===== src/hdl/ipsp_pkg.sv =====
// Shared types and constants of the IPS patch stream parser.
// Used by the front, queue, back and checker files; depends on nothing.
`default_nettype none

package ipsp_pkg;

  typedef enum logic [1:0] {
    KIND_WRITE  = 2'd0,
    KIND_FILL   = 2'd1,
    KIND_FINISH = 2'd2,
    KIND_FAIL   = 2'd3
  } kind_t;

  typedef enum logic [2:0] {
    ERR_NONE      = 3'd0,
    ERR_EMPTY_ROM = 3'd1,
    ERR_HEADER    = 3'd2,
    ERR_TRUNCATED = 3'd3,
    ERR_BOUNDS    = 3'd4
  } err_t;

  typedef enum logic [6:0] {
    PH_HEADER = 7'b0000001,
    PH_OFFSET = 7'b0000010,
    PH_SIZE   = 7'b0000100,
    PH_DATA   = 7'b0001000,
    PH_RUNLEN = 7'b0010000,
    PH_RUNVAL = 7'b0100000,
    PH_HALT   = 7'b1000000
  } phase_t;

  localparam logic [23:0] EOF_MARK = 24'h454F46;
  localparam logic [2:0] HEADER_LEN = 3'd5;

  typedef struct packed {
    kind_t       kind;
    logic [24:0] address;
    logic [15:0] run_length;
    logic [7:0]  data_value;
    err_t        error_code;
  } result_t;

  // One queue entry holds everything that one input beat causes: an optional
  // primary result and an optional trailing failure.
  typedef struct packed {
    logic    pri_valid;
    result_t pri;
    logic    sec_valid;
    err_t    sec_err;
  } entry_t;

  function automatic logic [7:0] magic_byte(input logic [2:0] idx);
    logic [7:0] b;
    b = 8'h00;
    case (idx)
      3'd0: b = 8'h50;
      3'd1: b = 8'h41;
      3'd2: b = 8'h54;
      3'd3: b = 8'h43;
      3'd4: b = 8'h48;
      default: b = 8'h00;
    endcase
    return b;
  endfunction

endpackage

`default_nettype wire


===== src/hdl/ipsp_front.sv =====
// Front part: accepts patch beats, runs the record parser and builds queue entries.
// Depends on ipsp_pkg.
`default_nettype none

module ipsp_front (
  input  wire logic             clk,
  input  wire logic             rst,
  input  wire logic             accept,
  input  wire logic [7:0]       patch_byte,
  input  wire logic             last_byte,
  input  wire logic             config_write,
  input  wire logic [26:0]      config_data,
  output logic                  push,
  output ipsp_pkg::entry_t      entry
);

  ipsp_pkg::phase_t phase, phase_next;
  logic [2:0]  idx, idx_next;
  logic [23:0] record_offset, record_offset_next;
  logic [15:0] record_size, record_size_next;
  logic [15:0] bytes_left, bytes_left_next;
  logic [24:0] write_pointer, write_pointer_next;
  logic [26:0] rom_bytes;

  logic [23:0] offset_shift;
  logic [15:0] size_shift;
  logic [15:0] addend;
  logic [24:0] bound_sum;
  logic        over;

  assign offset_shift = {record_offset[15:0], patch_byte};
  assign size_shift   = {record_size[7:0], patch_byte};
  assign addend       = (phase == ipsp_pkg::PH_SIZE) ? size_shift : bytes_left;
  assign bound_sum    = {1'b0, record_offset} + {9'b0, addend};
  assign over         = {2'b00, bound_sum} > rom_bytes;

  always_comb begin
    phase_next         = phase;
    idx_next           = idx;
    record_offset_next = record_offset;
    record_size_next   = record_size;
    bytes_left_next    = bytes_left;
    write_pointer_next = write_pointer;
    entry              = '0;
    entry.pri.kind       = ipsp_pkg::KIND_WRITE;
    entry.pri.error_code = ipsp_pkg::ERR_NONE;
    entry.sec_err        = ipsp_pkg::ERR_NONE;

    case (phase)
      ipsp_pkg::PH_HEADER: begin
        if (idx >= ipsp_pkg::HEADER_LEN || patch_byte != ipsp_pkg::magic_byte(idx)) begin
          phase_next           = ipsp_pkg::PH_HALT;
          entry.pri_valid      = 1'b1;
          entry.pri.kind       = ipsp_pkg::KIND_FAIL;
          entry.pri.error_code = ipsp_pkg::ERR_HEADER;
        end else if (idx == ipsp_pkg::HEADER_LEN - 3'd1) begin
          idx_next = 3'd0;
          if (rom_bytes == 27'd0) begin
            phase_next           = ipsp_pkg::PH_HALT;
            entry.pri_valid      = 1'b1;
            entry.pri.kind       = ipsp_pkg::KIND_FAIL;
            entry.pri.error_code = ipsp_pkg::ERR_EMPTY_ROM;
          end else begin
            phase_next = ipsp_pkg::PH_OFFSET;
          end
        end else begin
          idx_next = idx + 3'd1;
        end
      end
      ipsp_pkg::PH_OFFSET: begin
        record_offset_next = offset_shift;
        if (idx >= 3'd2) begin
          idx_next = 3'd0;
          if (offset_shift == ipsp_pkg::EOF_MARK) begin
            phase_next      = ipsp_pkg::PH_HALT;
            entry.pri_valid = 1'b1;
            entry.pri.kind  = ipsp_pkg::KIND_FINISH;
          end else begin
            record_size_next = 16'd0;
            phase_next       = ipsp_pkg::PH_SIZE;
          end
        end else begin
          idx_next = idx + 3'd1;
        end
      end
      ipsp_pkg::PH_SIZE: begin
        record_size_next = size_shift;
        if (idx >= 3'd1) begin
          idx_next = 3'd0;
          if (size_shift == 16'd0) begin
            bytes_left_next = 16'd0;
            phase_next      = ipsp_pkg::PH_RUNLEN;
          end else if (over) begin
            phase_next           = ipsp_pkg::PH_HALT;
            entry.pri_valid      = 1'b1;
            entry.pri.kind       = ipsp_pkg::KIND_FAIL;
            entry.pri.error_code = ipsp_pkg::ERR_BOUNDS;
          end else begin
            bytes_left_next    = size_shift;
            write_pointer_next = {1'b0, record_offset};
            phase_next         = ipsp_pkg::PH_DATA;
          end
        end else begin
          idx_next = idx + 3'd1;
        end
      end
      ipsp_pkg::PH_DATA: begin
        entry.pri_valid      = 1'b1;
        entry.pri.kind       = ipsp_pkg::KIND_WRITE;
        entry.pri.address    = write_pointer;
        entry.pri.data_value = patch_byte;
        write_pointer_next   = write_pointer + 25'd1;
        bytes_left_next      = bytes_left - 16'd1;
        if (bytes_left == 16'd1) begin
          record_offset_next = 24'd0;
          phase_next         = ipsp_pkg::PH_OFFSET;
        end
      end
      ipsp_pkg::PH_RUNLEN: begin
        bytes_left_next = {bytes_left[7:0], patch_byte};
        if (idx >= 3'd1) begin
          idx_next   = 3'd0;
          phase_next = ipsp_pkg::PH_RUNVAL;
        end else begin
          idx_next = idx + 3'd1;
        end
      end
      ipsp_pkg::PH_RUNVAL: begin
        if (over) begin
          phase_next           = ipsp_pkg::PH_HALT;
          entry.pri_valid      = 1'b1;
          entry.pri.kind       = ipsp_pkg::KIND_FAIL;
          entry.pri.error_code = ipsp_pkg::ERR_BOUNDS;
        end else begin
          if (bytes_left != 16'd0) begin
            entry.pri_valid      = 1'b1;
            entry.pri.kind       = ipsp_pkg::KIND_FILL;
            entry.pri.address    = {1'b0, record_offset};
            entry.pri.run_length = bytes_left;
            entry.pri.data_value = patch_byte;
          end
          record_offset_next = 24'd0;
          phase_next         = ipsp_pkg::PH_OFFSET;
        end
      end
      default: begin
        phase_next = ipsp_pkg::PH_HALT;
      end
    endcase

    if (last_byte) begin
      if (phase_next == ipsp_pkg::PH_HEADER) begin
        entry.sec_valid = 1'b1;
        entry.sec_err   = ipsp_pkg::ERR_HEADER;
      end else if (phase_next != ipsp_pkg::PH_HALT) begin
        entry.sec_valid = 1'b1;
        entry.sec_err   = ipsp_pkg::ERR_TRUNCATED;
      end
      phase_next         = ipsp_pkg::PH_HEADER;
      idx_next           = 3'd0;
      record_offset_next = 24'd0;
      record_size_next   = 16'd0;
      bytes_left_next    = 16'd0;
      write_pointer_next = 25'd0;
    end
  end

  assign push = accept && (entry.pri_valid || entry.sec_valid);

  always_ff @(posedge clk) begin
    if (rst) begin
      phase         <= ipsp_pkg::PH_HEADER;
      idx           <= 3'd0;
      record_offset <= 24'd0;
      record_size   <= 16'd0;
      bytes_left    <= 16'd0;
      write_pointer <= 25'd0;
      rom_bytes     <= 27'd0;
    end else begin
      if (accept) begin
        phase         <= phase_next;
        idx           <= idx_next;
        record_offset <= record_offset_next;
        record_size   <= record_size_next;
        bytes_left    <= bytes_left_next;
        write_pointer <= write_pointer_next;
      end
      if (config_write) begin
        rom_bytes <= config_data;
      end
    end
  end

endmodule

`default_nettype wire


===== src/hdl/ipsp_queue.sv =====
// Short register queue of parser entries between the front and back parts.
// Depends on ipsp_pkg. DEPTH must be at least 2.
`default_nettype none

module ipsp_queue #(
  parameter int DEPTH = 4
) (
  input  wire logic             clk,
  input  wire logic             rst,
  input  wire logic             push,
  input  wire ipsp_pkg::entry_t din,
  input  wire logic             pop,
  output ipsp_pkg::entry_t      dout,
  output logic                  full,
  output logic                  empty
);

  localparam int PTR_W = $clog2(DEPTH);
  localparam int CNT_W = $clog2(DEPTH + 1);

  ipsp_pkg::entry_t slots [DEPTH];
  logic [PTR_W-1:0] wr_ptr, rd_ptr;
  logic [CNT_W-1:0] count;

  assign full  = count == CNT_W'(DEPTH);
  assign empty = count == '0;
  assign dout  = slots[rd_ptr];

  always_ff @(posedge clk) begin
    if (push) begin
      slots[wr_ptr] <= din;
    end
  end

  always_ff @(posedge clk) begin
    if (rst) begin
      wr_ptr <= '0;
      rd_ptr <= '0;
      count  <= '0;
    end else begin
      if (push) begin
        wr_ptr <= (wr_ptr == PTR_W'(DEPTH - 1)) ? '0 : wr_ptr + 1'b1;
      end
      if (pop) begin
        rd_ptr <= (rd_ptr == PTR_W'(DEPTH - 1)) ? '0 : rd_ptr + 1'b1;
      end
      if (push && !pop) begin
        count <= count + 1'b1;
      end else if (pop && !push) begin
        count <= count - 1'b1;
      end
    end
  end

endmodule

`default_nettype wire


===== src/hdl/ipsp_back.sv =====
// Back part: expands queue entries into result beats held in the output register.
// Depends on ipsp_pkg.
`default_nettype none

module ipsp_back (
  input  wire logic             clk,
  input  wire logic             rst,
  input  wire ipsp_pkg::entry_t head,
  input  wire logic             empty,
  output logic                  pop,
  input  wire logic             out_stall,
  output logic                  out_valid,
  output ipsp_pkg::result_t     res,
  output logic                  res_last
);

  logic pri_done;
  logic load;
  logic take_pri;

  assign load     = !out_valid || !out_stall;
  assign take_pri = head.pri_valid && !pri_done;
  assign pop      = load && !empty && (!take_pri || !head.sec_valid);

  always_ff @(posedge clk) begin
    if (rst) begin
      out_valid <= 1'b0;
      pri_done  <= 1'b0;
    end else if (load) begin
      out_valid <= !empty;
      if (!empty) begin
        pri_done <= take_pri && head.sec_valid;
      end
    end
  end

  always_ff @(posedge clk) begin
    if (load && !empty) begin
      if (take_pri) begin
        res      <= head.pri;
        res_last <= !head.sec_valid;
      end else begin
        res      <= '{kind: ipsp_pkg::KIND_FAIL, address: 25'd0, run_length: 16'd0,
                      data_value: 8'd0, error_code: head.sec_err};
        res_last <= 1'b1;
      end
    end
  end

endmodule

`default_nettype wire


===== src/hdl/ips_patch_stream_parser.sv =====
// Top level of the IPS patch stream parser: front parser, entry queue, result back end.
// Depends on ipsp_pkg, ipsp_front, ipsp_queue and ipsp_back.
//
//   channel  | handshake            | payload
//   input    | in_valid / in_stall  | patch_byte, last_byte
//   output   | out_valid / out_stall| kind, address, run_length, data_value,
//            |                      | error_code, last_result
//   config   | config_write         | config_data (ROM size in bytes)
//
// One patch byte is accepted every cycle while the entry queue has room.
// A byte that causes two results holds its entry at the queue head while the back
// end emits both; the queue absorbs it. Results are registered from the queue head
// into the output register. Reset is synchronous and clears the ROM size to zero;
// there is no clearing pass. in_stall rises only when the queue is full.
`default_nettype none

module ips_patch_stream_parser #(
  parameter int QUEUE_DEPTH = 4
) (
  input  wire logic        clk,
  input  wire logic        rst,
  input  wire logic        config_write,
  input  wire logic [26:0] config_data,
  input  wire logic        in_valid,
  output logic             in_stall,
  input  wire logic [7:0]  patch_byte,
  input  wire logic        last_byte,
  output logic             out_valid,
  input  wire logic        out_stall,
  output logic [1:0]       kind,
  output logic [24:0]      address,
  output logic [15:0]      run_length,
  output logic [7:0]       data_value,
  output logic [2:0]       error_code,
  output logic             last_result
);

  logic              accept;
  logic              push, pop, full, empty;
  ipsp_pkg::entry_t  entry, head;
  ipsp_pkg::result_t res;

  assign in_stall = full;
  assign accept   = in_valid && !full;

  ipsp_front u_front (
    .clk          (clk),
    .rst          (rst),
    .accept       (accept),
    .patch_byte   (patch_byte),
    .last_byte    (last_byte),
    .config_write (config_write),
    .config_data  (config_data),
    .push         (push),
    .entry        (entry)
  );

  ipsp_queue #(
    .DEPTH (QUEUE_DEPTH)
  ) u_queue (
    .clk   (clk),
    .rst   (rst),
    .push  (push),
    .din   (entry),
    .pop   (pop),
    .dout  (head),
    .full  (full),
    .empty (empty)
  );

  ipsp_back u_back (
    .clk       (clk),
    .rst       (rst),
    .head      (head),
    .empty     (empty),
    .pop       (pop),
    .out_stall (out_stall),
    .out_valid (out_valid),
    .res       (res),
    .res_last  (last_result)
  );

  assign kind       = res.kind;
  assign address    = res.address;
  assign run_length = res.run_length;
  assign data_value = res.data_value;
  assign error_code = res.error_code;

endmodule

`default_nettype wire


===== config.mk =====
export PLATFORM = sky130hd
export DESIGN_NAME = ips_patch_stream_parser
export DESIGN_NICKNAME = d
export VERILOG_FILES = /design/src/hdl/ipsp_pkg.sv /design/src/hdl/ipsp_front.sv /design/src/hdl/ipsp_queue.sv /design/src/hdl/ipsp_back.sv /design/src/hdl/ips_patch_stream_parser.sv
export SDC_FILE = /design/constraint.sdc
export NUM_CORES = 1
export LEC_CHECK = 0
export BUFFER_PORTS_ARGS = -buffer_cell sky130_fd_sc_hd__buf_2
export CAP_MARGIN = 30
export CORE_MARGIN = 2
export CORE_UTILIZATION = 45
export CTS_CLUSTER_SIZE = 16
export DETAILED_ROUTE_END_ITERATION = 6
export GPL_ROUTABILITY_DRIVEN = 0
export GPL_TIMING_DRIVEN = 0
export RECOVER_POWER = 100
export SLEW_MARGIN = 20
export SYNTH_ARGS = -nofsm -noshare
export SYNTH_HDL_FRONTEND = slang
export SYNTH_HIERARCHICAL = 1
export SYNTH_SLANG_ARGS = --single-unit

===== constraint.sdc =====
create_clock -name clk -period 8.8 [get_ports clk]
set_input_delay 1.76 -clock clk [delete_from_list [all_inputs] [get_ports clk]]
set_output_delay 1.76 -clock clk [all_outputs]
set_load 0.1 [all_outputs]

==> metrics.md <==
| Metric | Value |
|---|---|
| Layout area overhead | 12.9% |
| Die span in y | 211 um |
| H-tree levels | 2 |
| Static leakage | 7.61 nW |
| #FFs+latches synth | 412 |
| Clk_lat worst skew | 0.57 ns |
| Worst-path maximum fanout | 10 |
| Post-DP HPWL | 33400 um |
| Final Slew Violations | 29 |
| Reg2Reg Setup Slack | 0.50 ns |
| Critical Path Slowest Stage Cell | o41ai_1 |
| Slew at the pin closest to its max-slew limit | 1.77 ns |
| PD cells | 293 mW/mm2 |
| Clock skew | 0.0202 ns |
| Critical Path End | u_front/bytes_left[0]$_SDFFE_PP0P_ |
| Mux cell area share after synthesis | 0.102 |
| Max Freq | 120 MHz |
| Die Area | 0.0444 mm2 |
| Clock slew at reported path FFs | 0.07 ns |
| Clk sinks | 412 |
| Synth Area in Compound Gates | 0.0957 |
| Synthesis Warnings | 6 |
| Core area | 0.0420 mm2 |
| Total grt overflow | 0 |
| Yosys top cell area share | 0.455 |
| Setup crit start | u_front/phase[3]$_SDFFE_PP0P_ |
| Pre-antenna DRT Iters | 5 |
| RR Endpoint | u_front/bytes_left[0]$_SDFFE_PP0P_ |
| Clk root buf | clkbuf_16 |
| Synth Area in XOR/XNOR | 0.0187 |
| Routed vias | 13000 |
| GRT Total Usage | 0.219 |
| Gate Count Post-Synth | 1522 |
| Fin cells | 2241 |
| Sequential fraction of the synthesis area | 0.581 |
| Most common cell in the synthesized netlist | edfxtp_1 |
| CP max stage delay | 1.41 ns |
| Worst Setup Start Kind | register |
| Element type at the critical path end | register |
| CTS tree | built |
| Synth Area in Simple Gates | 0.130 |
| Inserted Clock Buffers | 44 |
| Max VDD drop | 0.172 mV |
| Worst path depth | 28 |
| Critical Path RT | 9.27 ns |
| Number of distinct library cells after synthesis | 79 |
| Crit Path Class | reg2reg |
| Post-layout min period | 8.30 ns |
| Crit path DAT | 8.77 ns |
| Initial antenna violation count | 2 |
| I/O pin cnt | 98 |
| Core Util, Final | 0.516 |
| Hold path cells | 2 |
| Crit Reg-Reg Startpoint | u_front/phase[3]$_SDFFE_PP0P_ |
| Max-Cap Viols | 2 |
| Async SR Flop Fraction | 0 |
| RSZ-0062 raised after global routing | no |
| First-pass GRT wire length | 74100 um |
| Pin count of the biggest net entering global routing | 42 |
| Vias in the first global route | 12600 |
| CTS max path bufs | 3 |
| Post-Place Cells | 2158 |
| Routed WL | 48100 um |
| Synthesized area per cell | 12.6 um2 |
| # setup viols final | 0 |
| Num rows | 75 |
| Worst hold path class | reg2reg |
| Fin. Hold Viols | 0 |
| Detailed-route wire length per cell | 21.4 um |
| Final Net Count | 1767 |
| Violated checks | capacitance limit, slew limit |
| Post-route ant nets | 0 |
| Synth area leader | edfxtp_1 |
| Initial Utilization | 0.457 |
| R2R depth | 28 |
| Post-Syn Nets | 1622 |
| Detailed Route Iter0 Violations | 1154 |
| Crit path max-delay family | compound AO/OA/AOI/OAI gates |
| Status | complete, but fails checks |
| Residual DRC | 0 |
| Post-synth EDFFs | 291 |
| Most frequent cells after synthesis | edfxtp_1 (291), nor2_1 (128), dfxtp_1 (121) |
| Post-Synth Adder-Cell Area | 0.0392 |
| Ranking of synthesized cells by area | edfxtp_1 (45%), dfxtp_1 (13%), mux4_2 (6.9%) |
| Crit share post-route | 0.944 |
| Worst path bufs/invs | 6 |
| Main combinational cell family by area after synthesis | simple AND/OR/NAND/NOR gates |
| Number of port buffers | 90 |
| Relative slew slack | -0.182 |
| Die Width | 211 um |
| Layout cells sized above 1 | 0.125 |
| Synth Cell Area | 0.0192 mm2 |
| Mean number of vias per cell | 5.81 |
| Total power | 6.37 mW |
| Hold buffers post-CTS | 0 |
| Ys flop type | edfxtp_1 |
-- through the flow --
stage | hold slack (ns) | area, um2 | TNS [ns] | setup WS (ns)
finish | 0.475 | 21700 | 0 | 0.496
global route | 0.497 | 21700 | 0 | 0.0244
CTS | 0.484 | 21900 | 0 | 0.250
detailed placement | 0.476 | 20500 | -0.0517 | -0.0517
global placement | 0.456 | 20300 | -361.40 | -1.57
floorplan | 0.440 | 19200 | 0 | 0.784
-- cell usage in the layout, fill, tap and decap left out, types with 39 or more instances in the layout --
cell | Yosys | layout
edfxtp_1 | 291 | 291
clkbuf_1 | 49 | 142
nor2_1 | 128 | 130
dfxtp_1 | 121 | 121
nand2_1 | 94 | 94
a21oi_1 | 77 | 77
mux4_2 | 59 | 59
ha_1 | 57 | 57
inv_1 | 48 | 48
o21ai_0 | 47 | 47
clkbuf_16 | 0 | 44
buf_2 | 13 | 39
a22o_1 | 39 | 39
-- tightest hold or removal path: stages, from the launching register on --
cell	delay, ns
dfxtp_1	0.32
nand2_1	0.05
a21oi_1	0.05
-- sequential cells by signal, summed over array words and instances (netlist names), named ones only --
signal                 flops
u_back/out_valid           1
u_back/pri_done            1
u_back/res                54
u_back/res_last            1
u_front/bytes_left        16
u_front/idx                3
u_front/phase              7
u_front/record_offset     24
u_front/record_size        8
u_front/rom_bytes         27
u_front/write_pointer     25
u_queue/count              3
u_queue/rd_ptr             2
u_queue/slots            236
u_queue/wr_ptr             2
-- power breakdown --
part           switching, mW  internal [mW]
Combinational           1.59          0.483
Clock                  0.754           1.05
Sequential            0.0769           2.42
-- layout make-up --
class | count | area (um2)
antenna | 1 | 2.50
buffer | 88 | 403
clock buffer | 59 | 1200
clock inverter | 21 | 201
fill | 3710 | 20300
inverter | 49 | 184
multi-input combinational | 973 | 7390
sequential | 412 | 11200
tap | 539 | 674
timing repair buffer | 99 | 493
-- worst min path at each step --
stage,startpoint,to,slack [ns]
floorplan,u_front/write_pointer[24]$_SDFFE_PP0P_,u_front/write_pointer[24]$_SDFFE_PP0P_,0.44
finish,u_back/out_valid$_SDFFE_PP0P_,u_back/out_valid$_SDFFE_PP0P_,0.48
global placement,u_back/out_valid$_SDFFE_PP0P_,u_back/out_valid$_SDFFE_PP0P_,0.46
CTS,u_front/write_pointer[24]$_SDFFE_PP0P_,u_front/write_pointer[24]$_SDFFE_PP0P_,0.48
detailed placement,u_front/write_pointer[24]$_SDFFE_PP0P_,u_front/write_pointer[24]$_SDFFE_PP0P_,0.48
global route,u_front/write_pointer[24]$_SDFFE_PP0P_,u_front/write_pointer[24]$_SDFFE_PP0P_,0.50
-- kinds of logic (layout without fill, tap and decap cells) --
logic type               Yosys count  in the layout
adder cells (fa/ha/maj)           59             59
AND/OR/NAND/NOR                  487            487
buffers and inverters            137            316
other                              1              2
AO/OA/AOI/OAI                    267            267
flip-flops                       412            412
multiplexers                     118            118
XOR/XNOR                          41             41
-- routing by layer --
metal | vias to the layer above | global-route usage | part of all wire
met3 | 70 | 0.0297 | 0.060
li1 | 6033 | - | -
met1 | 6437 | 0.306 | 0.45
met5 | - | 0 | 0
met2 | 475 | 0.355 | 0.46
met4 | 0 | 0.0702 | 0.023
-- repair_timing --
| action | 4_1_cts | 5_1_grt |
|---|---|---|
| buffers inserted | 0 | 2 |
| gates resized for setup | 1 | 2 |
| pin swaps | 0 | 1 |
| setup endpoints to repair | 1 | 149 |
No activity file was read; power rests on OpenSTA's default activity.
